### src/hdl/mi4_pkg.sv
`default_nettype none
// ----------------------------------------------------------------------------
// mi4_pkg
// Shared constants, command types and the cofactor term table for the
// 4x4 adjugate matrix inverse.
// ----------------------------------------------------------------------------
package mi4_pkg;

    localparam int FRAC_BITS = 16;
    localparam int DIM       = 4;
    localparam int CELLS     = DIM * DIM;
    localparam int ENTRY_W   = 32;
    localparam int IDX_W     = $clog2(CELLS);
    localparam int CNT_W     = IDX_W + 1;
    // cofactor: six triple products of 32-bit entries, below 2^96 in magnitude
    localparam int COF_W     = 97;
    localparam int MAG_W     = COF_W - 1;
    // determinant below 2^130 in magnitude
    localparam int ACC_W     = 132;
    localparam int DEN_W     = ACC_W - 2;
    localparam int REM_W     = DEN_W + 1;
    localparam int NUM_W     = MAG_W + 2 * FRAC_BITS;
    localparam int DCNT_W    = $clog2(NUM_W);
    localparam int Q_HI_STEPS = NUM_W - ENTRY_W;
    localparam int OUT_DATA_W = 40;
    localparam int TERMS     = 6;

    typedef enum logic [3:0] {
        OP_IDLE,
        OP_WRITE,
        OP_LOAD_X_MAT,
        OP_MUL_X,
        OP_MAC,
        OP_STORE_COF,
        OP_LOAD_X_COF,
        OP_STORE_DET,
        OP_DIV_INIT,
        OP_DIV_STEP,
        OP_DIV_FIN
    } op_t;

    typedef struct packed {
        op_t              op;
        logic [IDX_W-1:0] idx;
        logic [1:0]       limb;
        logic             sub;
        logic             hi;
        logic             last;
    } cmd_t;

    typedef enum logic [3:0] {
        S_LOAD,
        S_LDA,
        S_MULB,
        S_LIMB,
        S_STORE,
        S_DLD,
        S_DLIMB,
        S_DET,
        S_DIVINIT,
        S_DIV,
        S_FIN,
        S_OUT
    } state_t;

    typedef struct packed {
        logic [IDX_W-1:0] a;
        logic [IDX_W-1:0] b;
        logic [IDX_W-1:0] c;
        logic             neg;
    } term_t;

    // Term t of the signed cofactor feeding adjugate entry k (k = r*4 + c,
    // which is the cofactor of element row c, column r).
    function automatic term_t cof_term(input logic [IDX_W-1:0] k, input logic [2:0] t);
        logic [1:0] row;
        logic [1:0] col;
        logic [1:0] rr [0:2];
        logic [1:0] cc [0:2];
        logic [1:0] j0;
        logic [1:0] j1;
        logic [1:0] j2;
        logic       neg;
        term_t      res;
        row = k[1:0];
        col = k[3:2];
        rr[0] = (row == 2'd0) ? 2'd1 : 2'd0;
        rr[1] = (row <= 2'd1) ? 2'd2 : 2'd1;
        rr[2] = (row <= 2'd2) ? 2'd3 : 2'd2;
        cc[0] = (col == 2'd0) ? 2'd1 : 2'd0;
        cc[1] = (col <= 2'd1) ? 2'd2 : 2'd1;
        cc[2] = (col <= 2'd2) ? 2'd3 : 2'd2;
        case (t)
            3'd0: begin j0 = 2'd0; j1 = 2'd1; j2 = 2'd2; neg = 1'b0; end
            3'd1: begin j0 = 2'd0; j1 = 2'd2; j2 = 2'd1; neg = 1'b1; end
            3'd2: begin j0 = 2'd1; j1 = 2'd0; j2 = 2'd2; neg = 1'b1; end
            3'd3: begin j0 = 2'd1; j1 = 2'd2; j2 = 2'd0; neg = 1'b0; end
            3'd4: begin j0 = 2'd2; j1 = 2'd0; j2 = 2'd1; neg = 1'b0; end
            3'd5: begin j0 = 2'd2; j1 = 2'd1; j2 = 2'd0; neg = 1'b1; end
            default: begin j0 = 2'd0; j1 = 2'd1; j2 = 2'd2; neg = 1'b0; end
        endcase
        res.a   = {rr[0], cc[j0]};
        res.b   = {rr[1], cc[j1]};
        res.c   = {rr[2], cc[j2]};
        res.neg = neg ^ row[0] ^ col[0];
        return res;
    endfunction

endpackage
`default_nettype wire

### src/hdl/mi4_ctrl.sv
`default_nettype none
// ----------------------------------------------------------------------------
// mi4_ctrl
// Sequencer: load counting, cofactor and determinant accumulation steps,
// division steps and result handshake.
// ----------------------------------------------------------------------------
module mi4_ctrl
(
    input  wire logic          clk,
    input  wire logic          rst_n,
    input  wire logic          s_tvalid,
    output logic               s_tready,
    input  wire logic          first_entry,
    output logic               m_tvalid,
    input  wire logic          m_tready,
    output mi4_pkg::cmd_t      cmd
);
    import mi4_pkg::*;

    state_t              state_reg, state_next;
    logic [CNT_W-1:0]    load_cnt_reg, load_cnt_next;
    logic [IDX_W-1:0]    k_reg, k_next;
    logic [2:0]          t_reg, t_next;
    logic [1:0]          limb_reg, limb_next;
    logic [DCNT_W-1:0]   div_cnt_reg, div_cnt_next;
    logic [CNT_W-1:0]    base_cnt;
    logic [CNT_W-1:0]    cnt_inc;
    term_t               term;

    assign term     = cof_term(k_reg, t_reg);
    assign base_cnt = first_entry ? CNT_W'(0) : load_cnt_reg;
    assign cnt_inc  = base_cnt + CNT_W'(1);

    always_ff @(posedge clk or negedge rst_n)
    begin
        if (!rst_n)
        begin
            state_reg    <= S_LOAD;
            load_cnt_reg <= '0;
            k_reg        <= '0;
            t_reg        <= '0;
            limb_reg     <= '0;
            div_cnt_reg  <= '0;
        end
        else
        begin
            state_reg    <= state_next;
            load_cnt_reg <= load_cnt_next;
            k_reg        <= k_next;
            t_reg        <= t_next;
            limb_reg     <= limb_next;
            div_cnt_reg  <= div_cnt_next;
        end
    end

    always_comb
    begin
        state_next    = state_reg;
        load_cnt_next = load_cnt_reg;
        k_next        = k_reg;
        t_next        = t_reg;
        limb_next     = limb_reg;
        div_cnt_next  = div_cnt_reg;
        s_tready      = 1'b0;
        m_tvalid      = 1'b0;
        cmd.op        = OP_IDLE;
        cmd.idx       = k_reg;
        cmd.limb      = limb_reg;
        cmd.sub       = 1'b0;
        cmd.hi        = 1'b0;
        cmd.last      = (k_reg == IDX_W'(CELLS - 1));
        unique case (state_reg)
            S_LOAD:
            begin
                s_tready = 1'b1;
                cmd.idx  = base_cnt[IDX_W-1:0];
                if (s_tvalid)
                begin
                    cmd.op = OP_WRITE;
                    if (cnt_inc == CNT_W'(CELLS))
                    begin
                        load_cnt_next = '0;
                        k_next        = '0;
                        t_next        = '0;
                        limb_next     = '0;
                        state_next    = S_LDA;
                    end
                    else
                    begin
                        load_cnt_next = cnt_inc;
                    end
                end
            end
            S_LDA:
            begin
                cmd.op     = OP_LOAD_X_MAT;
                cmd.idx    = term.a;
                state_next = S_MULB;
            end
            S_MULB:
            begin
                cmd.op     = OP_MUL_X;
                cmd.idx    = term.b;
                limb_next  = '0;
                state_next = S_LIMB;
            end
            S_LIMB:
            begin
                cmd.op  = OP_MAC;
                cmd.idx = term.c;
                cmd.sub = term.neg;
                if (limb_reg == 2'd2)
                begin
                    limb_next = '0;
                    if (t_reg == 3'(TERMS - 1))
                    begin
                        t_next     = '0;
                        state_next = S_STORE;
                    end
                    else
                    begin
                        t_next     = t_reg + 3'd1;
                        state_next = S_LDA;
                    end
                end
                else
                begin
                    limb_next = limb_reg + 2'd1;
                end
            end
            S_STORE:
            begin
                cmd.op = OP_STORE_COF;
                if (k_reg == IDX_W'(CELLS - 1))
                begin
                    k_next     = '0;
                    state_next = S_DLD;
                end
                else
                begin
                    k_next     = k_reg + IDX_W'(1);
                    state_next = S_LDA;
                end
            end
            S_DLD:
            begin
                // first-row expansion uses adjugate entries 0, 4, 8 and 12
                cmd.op     = OP_LOAD_X_COF;
                cmd.idx    = {k_reg[1:0], 2'b00};
                limb_next  = '0;
                state_next = S_DLIMB;
            end
            S_DLIMB:
            begin
                cmd.op = OP_MAC;
                if (limb_reg == 2'd2)
                begin
                    limb_next = '0;
                    if (k_reg == IDX_W'(DIM - 1))
                    begin
                        k_next     = '0;
                        state_next = S_DET;
                    end
                    else
                    begin
                        k_next     = k_reg + IDX_W'(1);
                        state_next = S_DLD;
                    end
                end
                else
                begin
                    limb_next = limb_reg + 2'd1;
                end
            end
            S_DET:
            begin
                cmd.op     = OP_STORE_DET;
                k_next     = '0;
                state_next = S_DIVINIT;
            end
            S_DIVINIT:
            begin
                cmd.op       = OP_DIV_INIT;
                div_cnt_next = '0;
                state_next   = S_DIV;
            end
            S_DIV:
            begin
                cmd.op       = OP_DIV_STEP;
                cmd.hi       = (div_cnt_reg < DCNT_W'(Q_HI_STEPS));
                div_cnt_next = div_cnt_reg + DCNT_W'(1);
                if (div_cnt_reg == DCNT_W'(NUM_W - 1))
                begin
                    state_next = S_FIN;
                end
            end
            S_FIN:
            begin
                cmd.op     = OP_DIV_FIN;
                state_next = S_OUT;
            end
            S_OUT:
            begin
                m_tvalid = 1'b1;
                if (m_tready)
                begin
                    if (k_reg == IDX_W'(CELLS - 1))
                    begin
                        k_next     = '0;
                        state_next = S_LOAD;
                    end
                    else
                    begin
                        k_next     = k_reg + IDX_W'(1);
                        state_next = S_DIVINIT;
                    end
                end
            end
            default:
            begin
                state_next = S_LOAD;
            end
        endcase
    end

    a_no_overlap: assert property (@(posedge clk) disable iff (!rst_n)
        !(s_tready && m_tvalid))
        else $error("input and output both open");
    a_load_range: assert property (@(posedge clk) disable iff (!rst_n)
        load_cnt_reg < CNT_W'(CELLS))
        else $error("load count out of range");
    a_div_done: assert property (@(posedge clk) disable iff (!rst_n)
        (state_reg == S_DIV && div_cnt_reg == DCNT_W'(NUM_W - 1)) |=> state_reg == S_FIN)
        else $error("division did not finish");
    a_hold_out: assert property (@(posedge clk) disable iff (!rst_n)
        (state_reg == S_OUT && !m_tready) |=> state_reg == S_OUT)
        else $error("result dropped while stalled");

endmodule
`default_nettype wire

### config.mk
export PLATFORM = sky130hd
export DESIGN_NAME = mi4_ctrl
export DESIGN_NICKNAME = d
export VERILOG_FILES = /design/src/hdl/mi4_pkg.sv /design/src/hdl/mi4_ctrl.sv
export SDC_FILE = /design/constraint.sdc
export NUM_CORES = 1
export LEC_CHECK = 0
export ABC_CLOCK_PERIOD_IN_PS = 2700
export BUFFER_PORTS_ARGS = -buffer_cell sky130_fd_sc_hd__buf_2
export CAP_MARGIN = 20
export CORE_ASPECT_RATIO = 1.25
export CORE_MARGIN = 2
export CORE_UTILIZATION = 59
export DETAILED_ROUTE_END_ITERATION = 8
export PLACE_DENSITY = 0.78
export SLEW_MARGIN = 25
export SYNTH_ARGS = -nofsm -noshare
export SYNTH_HDL_FRONTEND = slang
export SYNTH_SLANG_ARGS = --single-unit
export TNS_END_PERCENT = 1
### constraint.sdc
create_clock -name clk -period 2.7 [get_ports clk]
set_input_delay 0.135 -clock clk [delete_from_list [all_inputs] [get_ports clk]]
set_output_delay 0.135 -clock clk [all_outputs]
set_load 0.005 [all_outputs]
==> key figures, run 1 <==
Run status
  – Status: finished, final reports clean

Final layout
  – Max reg flops: 7
  – Fillers: 280
  – Finished Layout Cells: just over 300
  – N_diodes: 0
  – Final Net Count: between 200 and 300
  – Synth-to-Final Area Change: 8.688%
  – Share of layout cells above drive strength 1: 0.1567

Critical path
  – R2r endpoint: k_reg[0]
  – Crit end category: output pin
  – Crit path buf inv count: 1
  – Worst EP arrival: roughly 2.2 ns
  – Reg2reg start: div_cnt_reg[0]
  – Slowest CP cell: or4_1
  – Stages on the worst setup path: 5
  – Peak fanout along the critical path: 15
  – Max stage delay on crit path: around 0.60 ns
  – Critical Path End: cmd[5]
  – R2R setup slack: ~0.40 ns
  – Worst Setup SP: state_reg[2]
  – Top delay family on crit path: simple AND/OR/NAND/NOR gates
  – Setup Crit Path Kind: reg -> out
  – Worst R2R Path Depth: 6
  – Crit start category: flop
  – Critical-path cell list: or4_1 -> nor2_1 -> a221oi_1 -> a32oi_1 -> buf_2
  – CP required: 2.57 ns

Clocking
  – H-tree depth: 1
  – Latest clock arrival within the worst-skew pair: between 0.2 and 0.3 ns
  – Num CTS Buffers: 3
  – Worst-path clk slew: roughly 0.090 ns
  – Resized Gates After CTS: 0
  – Post-CTS setup buffer count: 0
  – CTS tree: done
  – Clk root buf: clkbuf_8
  – CTS Sinks: 25
  – CTS max path bufs: 2
  – Hold_buf cts: 1

Die
  – Core box area: approximately 0.0033 mm^2
  – DIE AREA: just under 0.004 mm^2
  – Row count: 23
  – Die Ht: 69.59 um
  – Starting Density: 0.6245
  – Top Ports: 20
  – Die width: 56.48 um

Global route
  – First-pass GRT wire length: roughly 8600 um
  – Gr ovfl total: 0
  – Tot GR Track Use: 0.2680
  – Largest net degree at the start of global routing: 26
  – Initial antenna violation count: 0
  – Vias in the first global route: around 1900

Timing
  – Setup total negative slack: 0 ns
  – Slew Viols, Final: 0
  – Setup-failing EPs final: 0
  – RSZ-0062 raised after global routing: false
  – Tcrit/Tclk final: 0.8738
  – Maximum clock rate: 423.9 MHz
  – Rel. slew slack: 0.5579
  – Worst slew pin tran: roughly 0.66 ns
  – Setup Skew: around 0.0075 ns
  – Final hold violations: 0
  – Period minus WS final: 2.359 ns

Synthesis
  – Most used DFF post-synth: dfrtp_1
  – Synth async-reset ratio: 1.000
  – Post-synth EDFFs: 0
  – Largest cells by area after synthesis: dfrtp_1 (31%), o21ai_0 (5.7%), nand2_1 (4.6%), a21oi_1 (4.4%), nor2_1 (3.7%)
  – Register bit total from synthesis: 25
  – Post-Synthesis Cells: between 200 and 300
  – Distinct cell type count after synthesis: between 60 and 70
  – Sequential-to-total area share from yosys stat: 0.3081
  – Yosys top cell area share: 0.3081
  – Yosys warning count: 0
  – Syn nets: roughly 260
  – Synthesized cell area: slightly above 0.002 mm^2
  – Post-synth top area cell: dfrtp_1
  – Avg Cell Area, Syn: 7.995 um^2

Route
  – Vias: just under 2000
  – Vias/cell: between 6 and 7
  – WL/cell: 16.19 um
  – # DRC: 0
  – Pre-antenna DRT Iters: 5
  – Final WL: between 4000 and 5000 um
  – Initial drt markers: ~150
  – Post-DRT Antenna Nets: 0

Power
  – Leakage: 0.9170 nW
  – Peak supply drop: about 230 uV
  – Power per Cell Area: between 200 and 300 mW/mm^2

Run
  – MaxCap Viol Count: 0

Placed design
  – Hpwl dp: between 3000 and 4000 um
  – I/O Buffers: 19
  – Placed insts: 300
  – GP Congestion: a little under 0.9

Worst hold path
  – Tightest Hold Check Type: in -> reg
-- power by group --
| group | switching [W] | leakage, nW | internal (W) | total [W] |
|---|---|---|---|---|
| sequential | 0 | 0.308 | 0.000374 | 0.000374 |
| combinational | 0.0000108 | 0.587 | 0.00000364 | 0.0000144 |
| clock | 0.000126 | 0.0217 | 0.000105 | 0.000230 |
| total | 0.000136 | 0.917 | 0.000483 | 0.000619 |
-- cell type report --
class / instances / area, um^2 / share of cell area
inverter: 12 / 45.04 / 0.02041
clock buffer: 3 / 41.29 / 0.01871
sequential: 25 / 625.6 / 0.2834
tap: 37 / 46.29 / 0.02098
timing repair buffer: 28 / 165.2 / 0.07483
clock inverter: 1 / 7.507 / 0.003401
multi-input combinational: 199 / 1276 / 0.5782
-- kinds of logic after synthesis --
logic type,Yosys count,synth area share
AND/OR/NAND/NOR,97,0.2551
buffers and inverters,30,0.06346
flip-flops,25,0.3081
adder cells (fa/ha/maj),5,0.03081
AO/OA/AOI/OAI,87,0.2921
XOR/XNOR,5,0.02156
multiplexers,5,0.02896
-- synthesized netlist by cell type, types with 3 or more instances --
cell	count
o21ai_0	23
xnor2_1	4
a31oi_1	4
nor3b_1	4
nand2_1	25
nor2_1	20
a21oi_1	18
clkbuf_1	12
nand3_1	7
nor3_1	6
nor2b_1	4
a41oi_1	3
and3_1	6
inv_1	12
mux2_2	3
a211oi_1	5
dfrtp_1	25
ha_1	5
nand2b_1	6
nand4_1	5
o22ai_1	4
-- through the flow --
step	area (um^2)	power, W	util	worst slack, ns	hold slack, ns
global route	2207	0.0006420	0.6787	0.2636	0.1666
detailed placement	2148	0.0003956	0.6606	0.4517	0.1637
CTS	2207	0.0006253	0.6787	0.3892	0.1436
global placement	2148	0.0003955	0.6606	0.4978	0.1634
floorplan	2031	0.0003826	-	0.6802	-0.1606
finish	2207	0.0006190	0.6787	0.3407	0.1398
-- metal layers --
layer	GRT usage	up-vias	routed length, um
li1	-	976	-
met1	0.3499	949	2136
met2	0.4664	58	2536
met3	0.02612	4	219
met4	0.07143	0	46
met5	0	-	0
-- cell usage in the layout (no fill, tap or decap), drive strengths merged, types with 3 or more instances in the layout --
cell    netlist  layout
buf           6      27
nand2        25      25
dfrtp        25      25
o21ai        24      24
nor2         20      20
a21oi        20      20
inv          12      12
nand3         7       7
and3          7       7
nor3          6       6
nand2b        6       6
a211oi        5       5
nand4         5       5
ha            5       5
nor3b         5       5
xnor2         4       4
o22ai         4       4
nor2b         4       4
a31oi         4       4
mux2          4       4
a41oi         3       3
clkbuf       12       3
o41ai         3       3
-- worst min path at each step --
stage	to	cells past startpoint	from	slack, ns
final	load_cnt_reg[1]	2	first_entry	0.14
after global routing	load_cnt_reg[1]	2	first_entry	0.17
after CTS	load_cnt_reg[1]	2	first_entry	0.14
after detailed placement	state_reg[1]	1	rst_n	0.16
after global placement	state_reg[3]	1	rst_n	0.16
after floorplan	div_cnt_reg[0]	0	rst_n	-0.16
(Power assumes the default switching activity.)
==> inputs of run 2 (changes only) <==
--- a/config.mk
+++ b/config.mk
@@ -10,9 +10,10 @@
 export CAP_MARGIN = 20
 export CORE_ASPECT_RATIO = 1.25
 export CORE_MARGIN = 2
-export CORE_UTILIZATION = 59
+export CORE_UTILIZATION = 60
+export CTS_BUF_LIST = sky130_fd_sc_hd__clkbuf_4 sky130_fd_sc_hd__clkbuf_8
 export DETAILED_ROUTE_END_ITERATION = 8
-export PLACE_DENSITY = 0.78
+export PLACE_DENSITY = 0.79
 export SLEW_MARGIN = 25
 export SYNTH_ARGS = -nofsm -noshare
 export SYNTH_HDL_FRONTEND = slang
==> key figures, run 2 (synthesis results as in run 1) <==
Power
  – Switching share of power: 0.2068 (-0.01362)
  – Seq pwr share: 0.602 (-0.002)
  – Sw Pwr: 0.0001286 W (-5.7%)
  – Combinational share of power: 0.023 (about the same)
  – Power per Cell Area: 282.7 mW/mm^2 (+0.81%)
  – Peak supply drop: 190.6 uV (-19%)
  – Clk pwr share: 0.375 (+0.003)
  – P_int: 0.0004932 W (+2.2%)
  – Leakage: 0.9187 nW (+0.18%)

Timing
  – RSZ-0062 raised after global routing: false
  – Period minus WS final: 2.352 ns (-0.007375 ns)
  – Setup-failing EPs final: 0 (unchanged)
  – Maximum clock rate: 425.2 MHz (+0.31%)
  – Rel. slew slack: 0.5531 (-0.004814)
  – Setup total negative slack: 0 ns (unchanged)
  – Tcrit/Tclk final: 0.8711 (-0.002731)
  – Final hold violations: 0 (unchanged)
  – Slew Viols, Final: 0 (unchanged)
  – Worst slew pin tran: 0.6618 ns (+0.004623 ns)
  – Setup Skew: 0.006908 ns (-0.0006104 ns)

Placed design
  – GP Congestion: 0.8931 (+2.9%)
  – I/O Buffers: 19 (unchanged)
  – Hpwl dp: 3551 um (-2.5%)

Critical path
  – Setup Crit Path Kind: reg -> out
  – Worst EP arrival: 2.22 ns (about the same)
  – Peak fanout along the critical path: 18 (+3)
  – Crit start category: flop
  – CP required: 2.57 ns (about the same)
  – Crit end category: output pin

Route
  – Pre-antenna DRT Iters: 4 (-1)
  – Vias/cell: 6.523 (+0.13%)
  – Vias: 1983 (-0.20%)
  – Post-DRT Antenna Nets: 0 (unchanged)
  – # DRC: 0 (unchanged)
  – Initial drt markers: 94 (-36%)
  – Final WL: 4778 um (-3.3%)
  – WL/cell: 15.72 um (-2.9%)

Clocking
  – CTS max path bufs: 2 (unchanged)
  – CTS tree: done
  – Latest clock arrival within the worst-skew pair: 0.27 ns (about the same)
  – Worst-path clk slew: 0.09 ns (about the same)
  – CTS Sinks: 25 (unchanged)
  – Clk root buf: clkbuf_8
  – Num CTS Buffers: 3 (unchanged)
  – H-tree depth: 1 (unchanged)
  – Post-CTS setup buffer count: 0 (unchanged)

Worst hold path
  – Tightest Hold Check Type: in -> reg

Global route
  – Gr ovfl total: 0 (unchanged)
  – Initial antenna violation count: 0 (unchanged)
  – Largest net degree at the start of global routing: 26 (unchanged)
  – Vias in the first global route: 1833 (-1.0%)
  – First-pass GRT wire length: 8376 um (-2.5%)
  – Tot GR Track Use: 0.2589 (-0.009087)

Final layout
  – Share of layout cells above drive strength 1: 0.1536 (-0.003158)
  – Most frequent cells in the layout: nand2_1 (25), dfrtp_1 (25), o21ai_0 (23), nor2_1 (20), buf_2 (19)
  – Synth-to-Final Area Change: 8.318%
  – Multi-input gate area: 0.001276 mm^2 (unchanged)
  – Fillers: 292 (+4.3%)
  – Max reg flops: 7 (unchanged)
  – Final Net Count: 278 (-0.36%)
  – Post-layout util: 0.6825 (+0.003730)
  – Reg area: 625.6 um^2 (unchanged)
  – N_diodes: 0 (unchanged)

Run
  – MaxCap Viol Count: 0 (unchanged)

Die
  – Core box area: 0.003223 mm^2 (-0.89%)
  – DIE AREA: 0.003869 mm^2 (-1.6%)
  – Top Ports: 20 (unchanged)
  – Starting Density: 0.6300 (+0.005576)
  – Die Ht: 69.05 um (-0.78%)
  – Row count: 23 (unchanged)
  – Die width: 56.04 um (-0.78%)

Run status
  – Status: finished, final reports clean
-- run 2: cell count changes in the layout (fill, tap and decap cells not counted) --
cell | before | now
clkinvlp_4 | 1 | 0
clkbuf_4 | 0 | 1
buf_4 | 8 | 7
-- run 2: final timing paths --
| kind | startpoint | slack (ns) | end | depth (start not counted) |
|---|---|---|---|---|
| setup / recovery | state_reg[0] | 0.35 | cmd[5] | 5 |
| hold / removal | first_entry | 0.16 | load_cnt_reg[1] | 2 |
| setup reg to reg | state_reg[3] | 0.37 | k_reg[0] | 5 |
| hold reg to reg | limb_reg[1] | 0.51 | limb_reg[0] | 1 |
| max in group asynchronous | rst_n | 1.94 | state_reg[2] | 2 |
| min in group asynchronous | rst_n | 0.39 | limb_reg[0] | 2 |
-- run 2: layout make-up --
cell class	instances	share of cell area
clock buffers	4	0.02218
flip-flops and latches	25	0.2844
well taps	37	0.02105
inverters	12	0.02048
repair buffers	27	0.07167
multi-input cells	199	0.5802
-- run 2: routing by layer --
layer | track usage | vias up | part of all wire | wire length (um)
li1 | - | 972 | - | -
met4 | 0.06878 | 0 | 0.018 | 85
met2 | 0.4366 | 55 | 0.49 | 2334
met5 | 0 | - | 0 | 0
met3 | 0.03189 | 11 | 0.044 | 210
met1 | 0.3480 | 945 | 0.45 | 2148
-- run 2: repair_timing --
action	in CTS	in global routing
hold endpoints to repair	25	0
resized for setup	0	0
hold buffers	1	0
-- run 2: metrics by stage --
step	power (W)	hold slack [ns]	instance area [um^2]	worst slack, ns	std cells
6_report	0.0006218	0.1573	2200	0.3481	304
5_1_grt	0.0006376	0.1888	2200	0.2415	304
4_1_cts	0.0006230	0.1600	2200	0.3563	304
3_5_place_dp	0.0003953	0.1585	2141	0.4315	299
3_3_place_gp	0.0003952	0.1557	2141	0.4907	299
2_1_floorplan	0.0003826	-0.1606	2031	0.6802	254
-- run 2: critical path, stage by stage (launching register included) --
cell	delay, ns
dfrtp_1	0.58
or4_1	0.65
nor2_1	0.24
a221oi_1	0.14
a32oi_1	0.20
buf_2	0.14
-- run 2: power by group through the flow --
stage | logic, W | clock network [W] | registers [W]
2_1_floorplan | 0.000000994 | 0 | 0.000382
3_3_place_gp | 0.0000137 | 0 | 0.000382
3_5_place_dp | 0.0000138 | 0 | 0.000382
4_1_cts | 0.0000149 | 0.000234 | 0.000374
5_1_grt | 0.0000165 | 0.000247 | 0.000374
6_report | 0.0000143 | 0.000233 | 0.000374
==> inputs of run 3 (changes only) <==
--- a/config.mk
+++ b/config.mk
@@ -10,10 +10,10 @@
 export CAP_MARGIN = 20
 export CORE_ASPECT_RATIO = 1.25
 export CORE_MARGIN = 2
-export CORE_UTILIZATION = 60
+export CORE_UTILIZATION = 55
 export CTS_BUF_LIST = sky130_fd_sc_hd__clkbuf_4 sky130_fd_sc_hd__clkbuf_8
 export DETAILED_ROUTE_END_ITERATION = 8
-export PLACE_DENSITY = 0.79
+export PLACE_DENSITY = 0.73
 export SLEW_MARGIN = 25
 export SYNTH_ARGS = -nofsm -noshare
 export SYNTH_HDL_FRONTEND = slang
==> key figures, run 3 (synthesis results as in run 1) <==
Power
  – Sw Pwr: 0.0001309 W (+1.8%)
  – Clk pwr share: 0.378 (+0.003)
  – P_int: 0.0004935 W (about the same)
  – Combinational share of power: 0.023 (about the same)
  – Leakage: 0.9119 nW (-0.74%)
  – Peak supply drop: 227.8 uV (+19%)
  – Seq pwr share: 0.599 (-0.003)
  – Switching share of power: 0.2096 (+0.002836)
  – Tot Pwr: 0.0006244 W (+0.41%)
  – Power per Cell Area: 284.5 mW/mm^2 (+0.64%)

Clocking
  – CTS tree: done
  – Clk root buf: clkbuf_8
  – H-tree depth: 1 (unchanged)
  – Worst-path clk slew: 0.09 ns (about the same)
  – CTS max path bufs: 2 (unchanged)
  – Latest clock arrival within the worst-skew pair: 0.27 ns (about the same)
  – Num CTS Buffers: 3 (unchanged)
  – CTS Sinks: 25 (unchanged)

Route
  – Final WL: 4898 um (+2.5%)
  – Post-DRT Antenna Nets: 0 (unchanged)
  – WL/cell: 16.06 um (+2.2%)
  – # DRC: 0 (unchanged)
  – Initial drt markers: 88 (-6.4%)
  – Vias/cell: 6.384 (-2.1%)
  – Vias: 1947 (-1.8%)
  – Pre-antenna DRT Iters: 4 (unchanged)

Run
  – MaxCap Viol Count: 0 (unchanged)

Placed design
  – DP Area: 0.002136 mm^2 (-0.23%)
  – Placed insts: 300 (+0.33%)
  – GP Congestion: 0.8809 (-1.4%)
  – Placement Setup Slack: 0.4281 ns (-0.003406 ns)
  – I/O Buffers: 19 (unchanged)
  – Hpwl dp: 3620 um (+1.9%)

Timing
  – Period minus WS final: 2.458 ns (+0.1065 ns)
  – RSZ-0062 raised after global routing: false
  – Final hold violations: 0 (unchanged)
  – Maximum clock rate: 406.8 MHz (-4.3%)
  – Setup total negative slack: 0 ns (unchanged)
  – Slew Viols, Final: 0 (unchanged)
  – Setup-failing EPs final: 0 (unchanged)
  – Rel. slew slack: 0.5308 (-0.02226)
  – Tcrit/Tclk final: 0.9105 (+0.03944)
  – Worst setup margin: 0.2416 ns (-0.1065 ns)
  – Setup Skew: 0.004206 ns (-0.002702 ns)
  – Worst slew pin tran: 0.7038 ns (+0.04205 ns)

Critical path
  – Max stage delay on crit path: 0.65 ns (about the same)
  – Crit start category: flop
  – Setup Crit Path Kind: reg -> out
  – Worst Setup SP: state_reg[2]
  – Slowest CP cell: dfrtp_1
  – Peak fanout along the critical path: 22 (+4)
  – Reg2reg start: state_reg[2]
  – Critical-path cell list: or4_1 -> nor2_1 -> a221oi_1 -> a32oi_1 -> buf_2
  – Worst EP arrival: 2.32 ns (+0.10 ns)
  – Crit end category: output pin
  – CP required: 2.57 ns (about the same)

Final layout
  – Most frequent cells in the layout: nand2_1 (25), dfrtp_1 (25), o21ai_0 (23), nor2_1 (20), buf_2 (19)
  – Final Net Count: 277 (-0.36%)
  – Finished Cell Area: 0.002195 mm^2 (-0.23%)
  – Share of layout cells above drive strength 1: 0.1504 (-0.003182)
  – Synth-to-Final Area Change: 8.071%
  – Max reg flops: 7 (unchanged)
  – Finished Layout Cells: 305 (+0.33%)
  – N_diodes: 0 (unchanged)

Global route
  – Largest net degree at the start of global routing: 26 (unchanged)
  – First-pass GRT wire length: 8224 um (-1.8%)
  – Vias in the first global route: 1781 (-2.8%)
  – Initial antenna violation count: 0 (unchanged)
  – Tot GR Track Use: 0.2494 (-0.009535)
  – Gr ovfl total: 0 (unchanged)

Die
  – DIE AREA: 0.004197 mm^2 (+8.5%)
  – Core box area: 0.003513 mm^2 (+9.0%)
  – Die Ht: 71.94 um (+4.2%)
  – Starting Density: 0.5780 (-0.05206)
  – Die width: 58.35 um (+4.1%)
  – Row count: 24 (+4.3%)
  – Top Ports: 20 (unchanged)

Worst hold path
  – Tightest Hold Check Type: in -> reg
  – Hold Path Origin: first_entry

Run status
  – Status: finished, final reports clean
run 3: cell type report:
type                       instances  area [um^2]
sequential                        25        625.6
tap                               39        48.80
inverter                          12        45.04
clock buffer                       4        48.80
multi-input combinational        199         1276
fill                             335         1319
timing repair buffer              26        150.1
run 3: worst paths after layout:
check / to / slack, ns / cells after the start
worst max-delay path: cmd[5] / 0.24 / 5
worst min-delay path: load_cnt_reg[3] / 0.15 / 2
worst max register to register: k_reg[3] / 0.38 / 5
worst min register to register: div_cnt_reg[2] / 0.51 / 1
max in group asynchronous: load_cnt_reg[4] / 1.95 / 2
min in group asynchronous: div_cnt_reg[0] / 0.38 / 2
run 3: metrics by stage:
step / hold WS, ns / util
after floorplan: -0.1606 / -
after global placement: 0.1739 / 0.6079
after detailed placement: 0.1590 / 0.6079
after CTS: 0.1500 / 0.6246
after global routing: 0.1816 / 0.6246
final: 0.1544 / 0.6246
run 3: worst max-delay path, delay by kind of cell, from the launching register on:
family	cells	cell delay, ns
flip-flops	1	0.65
AO/OA/AOI/OAI	2	0.35
buffers and inverters	1	0.14
AND/OR/NAND/NOR	2	0.90
run 3: repair_timing:
action	4_1_cts	5_1_grt
hold buffers	1	0
setup buffers	0	0
resized for setup	0	0
hold endpoints to repair	25	0
run 3: layer usage:
metal | up-vias | share of wire | global-route usage
li1 | 972 | - | -
met1 | 931 | 0.45 | 0.3204
met2 | 39 | 0.50 | 0.4419
met3 | 5 | 0.034 | 0.02139
met4 | 0 | 0.011 | 0.06977
met5 | - | 0 | 0
run 3: power groups by stage:
stage | logic [W] | registers [W] | clock network (W)
4_1_cts | 0.0000147 | 0.000374 | 0.000240
6_report | 0.0000141 | 0.000374 | 0.000236
2_1_floorplan | 0.000000994 | 0.000382 | 0
3_5_place_dp | 0.0000136 | 0.000382 | 0
3_3_place_gp | 0.0000142 | 0.000382 | 0
5_1_grt | 0.0000167 | 0.000374 | 0.000249
